<file path="config.mk">
export PLATFORM = sky130hd
export DESIGN_NAME = sstab_ctrl
export DESIGN_NICKNAME = d
export VERILOG_FILES = /design/src/sv/sstab_pkg.sv /design/src/sv/sstab_ctrl.sv
export SDC_FILE = /design/constraint.sdc
export NUM_CORES = 1
export LEC_CHECK = 0
export ABC_AREA = 1
export BUFFER_PORTS_ARGS = -buffer_cell sky130_fd_sc_hd__buf_2
export CORE_AREA = 4 4 41 43
export CTS_CLUSTER_DIAMETER = 150
export DETAILED_ROUTE_END_ITERATION = 8
export DIE_AREA = 0 0 45 47
export GPL_ROUTABILITY_DRIVEN = 0
export PLACE_DENSITY = 0.38
export SLEW_MARGIN = 20
export SYNTH_ARGS = -nofsm -noshare
export SYNTH_HDL_FRONTEND = slang
export SYNTH_SLANG_ARGS = --single-unit
</file>
<file path="constraint.sdc">
create_clock -name i_clk -period 0.9 [get_ports i_clk]
set_input_delay 0.18 -clock i_clk [delete_from_list [all_inputs] [get_ports i_clk]]
set_output_delay 0.18 -clock i_clk [all_outputs]
set_load 0.03 [all_outputs]
</file>
<file path="src/sv/sstab_pkg.sv">
// Shared types, request codes and constants for the sorted set table.
package sstab_pkg;

    localparam int KEY_BITS      = 32;
    localparam int COUNT_BITS    = 7;
    localparam int DEF_CAPACITY  = 64;
    localparam int DEF_KEY_WIDTH = 32;

    typedef enum logic [2:0] {
        REQ_INSERT   = 3'd0,
        REQ_DELETE   = 3'd1,
        REQ_RETRIEVE = 3'd2,
        REQ_REWIND   = 3'd3,
        REQ_NEXT     = 3'd4,
        REQ_CLEAR    = 3'd5
    } t_req_type;

    typedef struct packed {
        logic [2:0]          req_type;
        logic [KEY_BITS-1:0] key;
    } t_request;

    typedef struct packed {
        logic                  ok;
        logic                  removed_count;
        logic [KEY_BITS-1:0]   item_out;
        logic [COUNT_BITS-1:0] entry_count;
        logic                  table_full;
    } t_result;

    typedef struct packed {
        logic capture;
        logic exec;
        logic ins;
        logic del;
        logic find;
        logic rewind;
        logic next;
        logic clear;
    } t_cmd;

endpackage

</file>
<file path="src/sv/sstab_ctrl.sv">
// Controller: accepts a request, decodes its kind and runs it in the execute state.
module sstab_ctrl (
    input  logic                i_clk,
    input  logic                i_rst_n,
    input  logic                start,
    input  logic [2:0]          i_req_type,
    output logic                busy,
    output sstab_pkg::t_cmd     o_cmd
);

    typedef enum logic [1:0] {
        ST_IDLE = 2'b01,
        ST_EXEC = 2'b10
    } t_state;

    t_state     r_state, n_state;
    logic [2:0] r_req_type;
    logic       accept;

    assign busy   = (r_state == ST_EXEC);
    assign accept = start && !busy;

    always_comb begin
        case (r_state)
            ST_IDLE: n_state = accept ? ST_EXEC : ST_IDLE;
            ST_EXEC: n_state = ST_IDLE;
            default: n_state = ST_IDLE;
        endcase
    end

    always_ff @(posedge i_clk) begin
        if (!i_rst_n) begin
            r_state <= ST_IDLE;
        end else begin
            r_state <= n_state;
        end
    end

    always_ff @(posedge i_clk) begin
        if (accept) begin
            r_req_type <= i_req_type;
        end
    end

    always_comb begin
        o_cmd         = '0;
        o_cmd.capture = accept;
        o_cmd.exec    = busy;
        if (busy) begin
            case (r_req_type)
                sstab_pkg::REQ_INSERT:   o_cmd.ins    = 1'b1;
                sstab_pkg::REQ_DELETE:   o_cmd.del    = 1'b1;
                sstab_pkg::REQ_RETRIEVE: o_cmd.find   = 1'b1;
                sstab_pkg::REQ_REWIND:   o_cmd.rewind = 1'b1;
                sstab_pkg::REQ_NEXT:     o_cmd.next   = 1'b1;
                sstab_pkg::REQ_CLEAR:    o_cmd.clear  = 1'b1;
                default: ;
            endcase
        end
    end

endmodule

</file>
# [Word level (Yosys, flattened, before mapping)]
# Index checks and enable logic that the tools add are counted.
[word_totals] output_inout_bits=9 in_bits=6 regBits=5
[op_classes] mux=8 eq_ne=7 reduce_logical=4
[op_table] op="3-bit by 2-bit equality test with 1-bit output (second input constant)" n=2
[op_table] op="3-bit equality test (second input constant)" n=2
[op_table] op="1-bit two-way mux" n=6
[op_table] op="6-bit two-way mux" n=1
[op_table] op="3-bit by 1-bit equality test with 1-bit output (second input constant)" n=1
[op_table] op="3-bit logical NOT" n=1
[op_table] op="2-bit by 1-bit equality test with 1-bit output (second input constant)" n=1
[op_table] op="2-bit equality test (second input constant)" n=1
[op_table] op="2-bit two-way mux" n=1
[op_table] op="2-bit AND reduction" n=1
[op_table] op="1-bit logical AND" n=1
[op_table] op="1-bit logical NOT" n=1

# [Logic depth before layout (Yosys ltp)]
[logic_depth] depth_word=4 mapped_depth=5

# [Worst setup path before layout]
# Ideal clock, no wire load.
[synth_timing] path_type="register -> output" start="register r_state[0]" end="output port o_cmd[7] in the netlist's numbering" path_buffers=1 stages_incl_launch_ff=6 arrival_time_ps=1044 slack_ps=-324 path_cell_list="dfxtp_1 -> inv_1 -> nand2_1 -> inv_1 -> nor2_1 -> buf_4"
[synth_via] elab_chain_len=3
[synth_lines] element="from (decl)" line_no="sstab_ctrl.sv:16" text="t_state r_state, n_state;"
[synth_lines] element="from (signal assigned)" line_no="sstab_ctrl.sv:35" text="r_state <= n_state;"
[synth_lines] element="2-bit equality test" line_no="sstab_ctrl.sv:20" text="assign busy = (r_state == ST_EXEC);"
[synth_lines] element="via busy" line_no="sstab_ctrl.sv:7" text="output logic busy,"
[synth_lines] element="1-bit logical NOT" line_no="sstab_ctrl.sv:21" text="assign accept = start && !busy;"
[synth_lines] element="1-bit logical AND" line_no="sstab_ctrl.sv:21"
[synth_lines] element="to (decl)" line_no="sstab_ctrl.sv:8" text="output sstab_pkg::t_cmd o_cmd"
# The timed path passes the listed nets, and every way through them passes these cells.

==> impl_metrics.csv <==
group,metric,value,unit
synthesis,synth_top_cell_area_share,37.1,%
die,initial_core_util,18.7,%
die,die_x,45,um
sta,max_slew_margin,90.3,%
die,row_count,13,
sta,slew_violations,0,
worst_hold_path,hold-path-cell-count,1,
power_and_ir_drop,powerDensity,1110,mW/mm^2
global_route,grt_max_degree,5,
finish,drive_above_1_share,81.5,%
route,drc_errors,0,
synthesis,syn_avg_cell_area,7.83,um^2
route,routed_wl,598,um
worst_hold_path,hold_start,"i_req_type[1]",
sta,hold_slack,0.121,ns
finish,diodes,0,
sta,grt_setup_unrepaired,"true",
setup_path,crit_required,0.72,ns
sta,tns,-3.12,ns
cts,clkTransAtPathRegs,0.04,ns
route,avgViaCountPerCell,3.90,
finish,final-seq-area,135,um^2
die,die_area,0.00212,mm^2
worst_hold_path,whs_endpoint,"r_req_type[1]$_DFFE_PP_",
setup_path,ff2ff_setup_slack,-0.11,ns
die,design.portCount,15,
synthesis,syn_nets,37,
synthesis,seq_area_frac_synth,53.6,%
setup_path,cp.arrival,1.08,ns
place,pre_cts_slack,-0.204,ns
synthesis,synth.ff_latch_count,5,
route,vias,269,
sta,setup_violations,12,
sta,max_freq,0.793,GHz
global_route,grt_pass1_vias,275,
worst_hold_path,min_path_type,"primary input to flip-flop",
cts,cts_made_buffers,3,
outcome,violations,"setup timing",
finish,mostFrequentLayoutCell,"buf_6",
cts,insertion_delay,0.23,ns
cts,cts_tree,"built",
finish,multiInputGateArea,189,um^2
global_route,grt_pass1_wl,1090,um
setup_path,critPathMaxFanout,3,
finish,area_growth,141,%
finish,final.fill_count,134,
route,drt_iter0_markers,2,
sta,final-hold-violation-count,0,
setup_path,timing_worst_setup_path_type,"flip-flop to output port",
synthesis,synth_cells,31,
global_route,overflow,0,
finish,fin_nets,61,
sta,fin_crit_sh,140,%
cts,cts-root-buf,"clkbuf_4",
place,portBuffers,14,
power_and_ir_drop,fin_total_pwr,0.649,mW
outcome,status,"finished with violations",
finish,layout_common_cells,"10 x buf_6, 7 x nor2_4, 6 x buf_4",
setup_path,cp-end-kind,"output port",
synthesis,synth_warnings,0,
sta,worstMarginPinSlew,0.144,ns
die,fp.dieH,47,um
route,wire_per_inst,8.67,um
power_and_ir_drop,p_leak,0.238,nW
cts,cts_max_level,1,
route,ant_nets,0,
setup_path,r2r_start,"r_state[0]$_SDFF_PN1_",
setup_path,timing.rr.end,"r_req_type[2]$_DFFE_PP_",
global_route,antenna_found_initial,0,
cts,cts.sinks,5,
cts,ctsHoldBuffers,0,
setup_path,start_kind,"flip-flop",
route,dr.pass1.iters,4,
die,core_area,0.00130,mm^2
synthesis,synth_area_leader_cell,"edfxtp_1",
synthesis,yosysUniqueCellTypes,8,
run,max_cap_viol_count,0,
sta,period_needed,1.26,ns
sta,finClkSkew,0.00215,ns
global_route,grt_usage,7.60,%
sta,worst_slack,-0.361,ns
synthesis,yosys-top-cells-area,"edfxtp_1 37%, dfxtp_1 16%, nor2_1 12%, nand3_1 10%, inv_1 9.3%",
cts,cts_buffer_depth,2,
synthesis,synthesis.area,243,um^2
power_and_ir_drop,ir_drop,0.000601,V
setup_path,reg2regPathDepth,5,
-- state kept, by name, indices dropped and copies added, names as in the netlist --
name	count
r_req_type	3
r_state	2
-- metrics by stage --
| stage | instances | utilization, % | cell area (um^2) |
|---|---|---|---|
| 2_1_floorplan | 31 | - | 324 |
| 3_3_place_gp | 62 | 32.6 | 424 |
| 3_5_place_dp | 62 | 32.6 | 424 |
| 4_1_cts | 68 | 43.2 | 562 |
| 5_1_grt | 69 | 44.9 | 584 |
| 6_report | 69 | 44.9 | 584 |
-- timing repair --
item,in CTS,in global routing
setup buffers,2,1
pin swaps,3,4
gates resized for setup,27,3
setup endpoints to repair,12,12
-- Yosys cell counts, drive strengths merged --
| cell | number |
|---|---|
| edfxtp | 3 |
| nand3 | 5 |
| nor2 | 8 |
| inv | 6 |
| dfxtp | 2 |
| nand2 | 4 |
| buf | 2 |
| nor3 | 1 |
-- power breakdown --
part	internal, mW	switching [mW]
Sequential	0.259	0.0155
Combinational	0.0594	0.0714
Clock	0.167	0.0765
Total	0.485	0.163
-- area by class of cell --
cell class              instances  area share [%]
multi-input cells              18            32.3
repair buffers                 21            31.3
flip-flops and latches          5            23.1
inverters                       6            5.57
clock buffers                   4            4.50
well taps                      15            3.21
-- cell families (layout without fill, tap and decap cells) --
| family | count (synthesis) | in the layout | synth area share, % |
|---|---|---|---|
| buffers and inverters | 8 | 31 | 15.5 |
| DFF | 5 | 5 | 53.6 |
| and+or+nand+nor | 18 | 18 | 30.9 |
-- how the worst max path moves through the flow --
stage                                 start       end  slack, ns  cells past startpoint
global placement      r_state[1]$_SDFF_PN0_  o_cmd[1]      -0.17                      3
floorplan           r_req_type[1]$_DFFE_PP_  o_cmd[0]      -0.08                      3
CTS                 r_req_type[2]$_DFFE_PP_  o_cmd[5]      -0.38                      4
global route        r_req_type[2]$_DFFE_PP_  o_cmd[4]      -0.42                      4
finish              r_req_type[2]$_DFFE_PP_  o_cmd[5]      -0.36                      4
detailed placement    r_state[1]$_SDFF_PN0_  o_cmd[1]      -0.20                      3
-- metal layers --
metal	up-vias	wire (um)	share of wire [%]	GRT usage (%)
met3	2	78	13	3.07
met4	0	5	0.84	7.02
li1	141	-	-	-
met5	-	0	0	0
met1	112	194	32	7.09
met2	14	319	53	12.7
-- worst max-delay path: stages, from the launching register on --
cell and delay, ns:
edfxtp_1 0.40, inv_2 0.13, nand3_4 0.10, nor2_4 0.09, buf_6 0.13
(Power assumes the default switching activity.)
